`src/design/huffman_tree_walk_decoder_unit_defines.svh`:
```
// ----------------------------------------------------------------------------
// huffman tree walk decoder - assertion macros
// wraps concurrent assertions so they can be compiled out
// ----------------------------------------------------------------------------
`ifndef HUFFMAN_TREE_WALK_DECODER_UNIT_DEFINES_SVH
`define HUFFMAN_TREE_WALK_DECODER_UNIT_DEFINES_SVH

`ifndef NO_ASSERTIONS
`define HTW_ASSERT_NEVER(name, clk, rst, cond) \
  name: assert property (@(posedge clk) disable iff (rst) !(cond)) \
    else $error("htw: forbidden condition seen");
`define HTW_ASSERT_IMPLY(name, clk, rst, pre, post) \
  name: assert property (@(posedge clk) disable iff (rst) (pre) |-> (post)) \
    else $error("htw: implication failed");
`else
`define HTW_ASSERT_NEVER(name, clk, rst, cond)
`define HTW_ASSERT_IMPLY(name, clk, rst, pre, post)
`endif

`endif

```
`src/design/htw_pkg.sv`:
```
// ----------------------------------------------------------------------------
// htw_pkg
// shared types and constants of the huffman tree walk decoder
// ----------------------------------------------------------------------------
`default_nettype none

package htw_pkg;

  localparam int NODE_COUNT_DEFAULT = 256;
  localparam int IDX_W = 8;
  localparam int SYM_W = 8;
  localparam int CODE_W = 8;
  localparam int CODE_MSB = CODE_W - 1;
  localparam int OP_W = 2;
  localparam int IN_DATA_W = 48;
  localparam int OUT_DATA_W = 8;

  localparam logic [OP_W-1:0] OP_WRITE = 2'd0;
  localparam logic [OP_W-1:0] OP_DECODE = 2'd1;
  localparam logic [OP_W-1:0] OP_RESTART = 2'd2;
  localparam logic [OP_W-1:0] OP_NONE = 2'd3;

  typedef struct packed {
    logic             leaf;
    logic [IDX_W-1:0] left;
    logic [IDX_W-1:0] right;
    logic [SYM_W-1:0] sym;
  } node_t;

  typedef struct packed {
    logic [OP_W-1:0]   kind;
    logic [IDX_W-1:0]  addr;
    node_t             node;
    logic [CODE_W-1:0] code;
  } cmd_t;

  typedef struct packed {
    logic empty;
    logic full;
  } q_status_t;

endpackage

`default_nettype wire

```
`src/design/htw_front.sv`:
```
// ----------------------------------------------------------------------------
// htw_front
// accepts input transactions, drops unused opcodes, queues commands
// ----------------------------------------------------------------------------
`default_nettype none

module htw_front (
  input  wire logic                               clk,
  input  wire logic                               rst,
  input  wire logic                               s_axis_tvalid,
  output logic                                    s_axis_tready,
  input  wire logic [htw_pkg::IN_DATA_W-1:0]      s_axis_tdata,
  input  wire logic [htw_pkg::OP_W-1:0]           s_axis_tuser,
  input  wire logic                               pop,
  output htw_pkg::cmd_t                           head,
  output htw_pkg::q_status_t                      q_status
);
  import htw_pkg::*;

  cmd_t       q [2];
  logic       wr_ptr;
  logic       rd_ptr;
  logic [1:0] count;
  logic       push;
  cmd_t       cmd_in;

  always_comb begin
    cmd_in.kind       = s_axis_tuser;
    cmd_in.addr       = s_axis_tdata[7:0];
    cmd_in.node.leaf  = s_axis_tdata[8];
    cmd_in.node.left  = s_axis_tdata[16:9];
    cmd_in.node.right = s_axis_tdata[24:17];
    cmd_in.node.sym   = s_axis_tdata[32:25];
    cmd_in.code       = s_axis_tdata[40:33];
  end

  assign q_status.empty = (count == 2'd0);
  assign q_status.full  = (count == 2'd2);
  assign s_axis_tready  = !q_status.full;
  assign push = s_axis_tvalid && s_axis_tready && (s_axis_tuser != OP_NONE);
  assign head = q[rd_ptr];

  always_ff @(posedge clk) begin
    if (push) begin
      q[wr_ptr] <= cmd_in;
    end
  end

  always_ff @(posedge clk) begin
    if (rst) begin
      wr_ptr <= 1'b0;
      rd_ptr <= 1'b0;
      count  <= 2'd0;
    end else begin
      if (push) begin
        wr_ptr <= !wr_ptr;
      end
      if (pop) begin
        rd_ptr <= !rd_ptr;
      end
      if (push && !pop) begin
        count <= count + 2'd1;
      end else if (pop && !push) begin
        count <= count - 2'd1;
      end
    end
  end

endmodule

`default_nettype wire

```
`config.mk`:
```
export PLATFORM = sky130hd
export DESIGN_NAME = htw_front
export DESIGN_NICKNAME = d
export VERILOG_FILES = /design/src/design/huffman_tree_walk_decoder_unit_defines.svh /design/src/design/htw_pkg.sv /design/src/design/htw_front.sv
export SDC_FILE = /design/constraint.sdc
export NUM_CORES = 1
export LEC_CHECK = 0
export BUFFER_PORTS_ARGS = -buffer_cell sky130_fd_sc_hd__buf_4
export CORE_MARGIN = 2
export CORE_UTILIZATION = 46
export DETAILED_ROUTE_END_ITERATION = 8
export PLACE_DENSITY = 0.75
export SYNTH_ARGS = -nofsm -noshare
export SYNTH_HDL_FRONTEND = slang
export SYNTH_SLANG_ARGS = --single-unit
export TNS_END_PERCENT = 30
```
`constraint.sdc`:
```
create_clock -name clk -period 3 [get_ports clk]
set_input_delay 0.45 -clock clk [delete_from_list [all_inputs] [get_ports clk]]
set_output_delay 0.45 -clock clk [all_outputs]
set_load 0.05 [all_outputs]
```
==> run summary <==
In the synthesized netlist the async set-or-reset flop fraction comes to 0%. 0 antenna diodes ended up in the layout. After layout, the worst setup slack is 0.704 ns. The first detailed-routing pass took 4 iterations. The library cells used most frequently in the layout, excluding fill and tap cells, are 92 x sky130_fd_sc_hd__buf_4, 86 x sky130_fd_sc_hd__edfxtp_1, 43 x sky130_fd_sc_hd__mux2_2. Library cell used as clock root buffer: sky130_fd_sc_hd__clkbuf_8. Class of the most critical setup path: reg -> out. Clock latency on the worst-skew pair, taken at its later pin, is 0.35 ns.

Critical path arrival: 1.85 ns. TritonCTS created 9 clock buffers. In this run, post-CTS repair resized a total of 0 instances.

Clock skew on the completed layout was measured at 0.0117 ns. In this run the tightest slew margin relative to its limit is 63.8%. The tools report the placed wire-length estimate after detailed placement as 3700 um. The most used flip-flop cell after synthesis is sky130_fd_sc_hd__edfxtp_1. For this run, the number of Yosys warnings is 0. Placed cell area: 4200 sq um.

Of the total power, the share spent switching nets is 29.2%. Of the available clock period, the critical path in the final layout requires 76.5%. The logs give 0 for the max-slew violation count and 3350 sq um for the cell area after synthesis. Number of global-route vias before repair: 1743. The routed wire length per instance came out at 15.1 um. The worst setup path is captured at a primary output. For this design the static power due to leakage is 0.00165 uW.

For this run, the register share of the synthesized area comes to 80.2%. Entering global routing, the biggest net connects 28 pins. The finished cells cover 4420 sq um. The unique cell type count in the Yosys netlist was 19; the count of endpoints failing setup in the final report was 0.

The flow ran to the end, and the final reports show no timing, DRC or antenna violations. The detail route stage leaves a number of antenna-violating nets equal to 0. The tools report the net count of the mapped netlist as 215. Per report_power, the sequential group accounts for 49.0% of the total. The number of antenna violations at the first check in global routing was 0; the clock transition at the register clock pins on the worst setup and hold paths after CTS was 0.09 ns. The number of cell rows was 31; the area of the die was 7970 sq um.

The internal power of the cells totals 2240 uW. Counting along the longest clock path gives a buffer depth of 2. The power density over cell area was 716 nW/um^2. The first global-routing pass estimated 8050 um of wire. Once the floorplan was initialized, standard cells occupied 46.9% of the core. The routed layout has 1747 vias. The total clock sinks came out at 91. Summed over all nets, the switching power comes to 924 uW.

The hold violation count in the final report came out at 0. The number of setup buffers added after CTS is 0. The routed design has 5520 um of wire. Combinational logic is responsible for 22.8% of the overall power. The worst hold path belongs to the class in -> reg. The area inside the core boundary is 7140 sq um, and the ratio of routed vias to standard cells is 4.79. Cells with a size suffix above 1 make up 60.2% of the layout. VDD sags by at most 0.000397 V. The clock network is responsible for 28.3% of the overall power. In this run the worst path has a maximum fanout of 24. Most frequent standard cell in the layout excluding fill and tap cells: sky130_fd_sc_hd__buf_4. Input and output buffers added on the ports amount to 92.

Setup repair after global routing left no endpoint under its margin. Dividing the synthesized area by the synthesized cell count gives 20.9 sq um. The synthesized design contains 86 enable-type register cells. The H-tree was split into 3 levels.

After global routing the overflow that remains totals 0. The horizontal extent of the die is 89.3 um. The smallest clock period supported by the final layout is computed as 2.30 ns.

The actual transition at the worst max-transition pin is 0.543 ns, and the violation count after the first detailed-routing iteration is 83. The final layout contains 316 nets. The total negative setup slack came out at 0 ns. The tool flagged a number of max-cap violations equal to 0.

Routability-driven placement finished with a final weighted congestion of 0.681. After synthesis the netlist holds a flip-flop and latch count of 91. The run gives 61.9% as the final cell utilization of the core. The design draws 3170 uW.

The synthesis-to-layout area growth came out at 32.1%. The global-route usage over all layers came out at 13.9%. The tools report the count of unresolved DRC violations after routing as 0. TritonCTS built the clock tree.

The cell count after synthesis came out at 160. The worst slack at placement is 1.05 ns, and the required time of the critical path is 2.55 ns. In this run the vertical extent of the chip is 89.3 um. The nature of the critical path startpoint is a register. After clock tree synthesis, the flow added hold-fix buffers numbering 0. The number of top-level pins is 100. Derived from the worst setup path, the maximum achievable clock frequency is 435 MHz.
==> cells by family after synthesis <==
group	synth area share, %
simple gates	2.17
fa+ha+maj	0.374
flops	80.2
compound gates	0.299
buf+inv	1.27
mux	14.9
xor+xnor	0.785
==> final cells by class <==
class                           instances  area (sq um)
Fill cell                             555          2720
Multi-Input combinational cell         62           629
Clock inverter                          7           100
Timing Repair Buffer                   95           751
Inverter                                2          7.51
Sequential cell                        91          2680
Tap cell                               99           124
Clock buffer                            9           124
==> path summary, 6_finish.rpt <==
| check | depth (start not counted) | from | to | slack, ns |
|---|---|---|---|---|
| hold reg to reg | 2 | rd_ptr | rd_ptr | 0.53 |
| setup / recovery | 3 | register | head[30] | 0.70 |
| setup reg to reg | 4 | count[0] | q[0][24] | 1.15 |
| hold / removal | 1 | s_axis_tdata[22] | q[1][21] | 0.28 |
==> routing by layer <==
layer	vias up	global-route usage (%)	part of all wire [%]
li1	821	-	-
met1	855	16.1	41
met2	60	23.6	50
met3	11	2.77	6.2
met4	0	8.55	2.4
met5	-	0	0
==> metrics by stage <==
| stage | hold WS, ns | cells |
|---|---|---|
| finish | 0.278 | 365 |
| global route | 0.264 | 365 |
| CTS | 0.261 | 365 |
| detailed placement | 0.510 | 349 |
| global placement | 0.497 | 349 |
| floorplan | 0.480 | 160 |
==> cells in the mapped netlist (all sizes together) (2+ instances only) <==
library cell	number	area share [%]
nor2	5	0.56
mux2	44	15
edfxtp	86	77
nor2b	2	0.37
inv	2	0.22
buf	5	1.0
xor2	2	0.52
dfxtp	5	3.0
==> state kept, by name, summed over array words and instances (netlist names), named ones only <==
signal,flops
wr_ptr,1
rd_ptr,1
q,86
count,2
==> power by group through the flow <==
stage	registers (uW)	logic (uW)	clock network (uW)
global route	1560	757	960
floorplan	1560	506	0
finish	1550	720	895
CTS	1550	729	918
global placement	1570	722	0
detailed placement	1580	727	0
==> critical path, stage by stage, from the launching register on <==
cell	delay [ns]
sky130_fd_sc_hd__dfxtp_2	0.67
sky130_fd_sc_hd__buf_12	0.25
sky130_fd_sc_hd__mux2_2	0.36
sky130_fd_sc_hd__buf_4	0.19
Power figures use the tool's default switching activity.
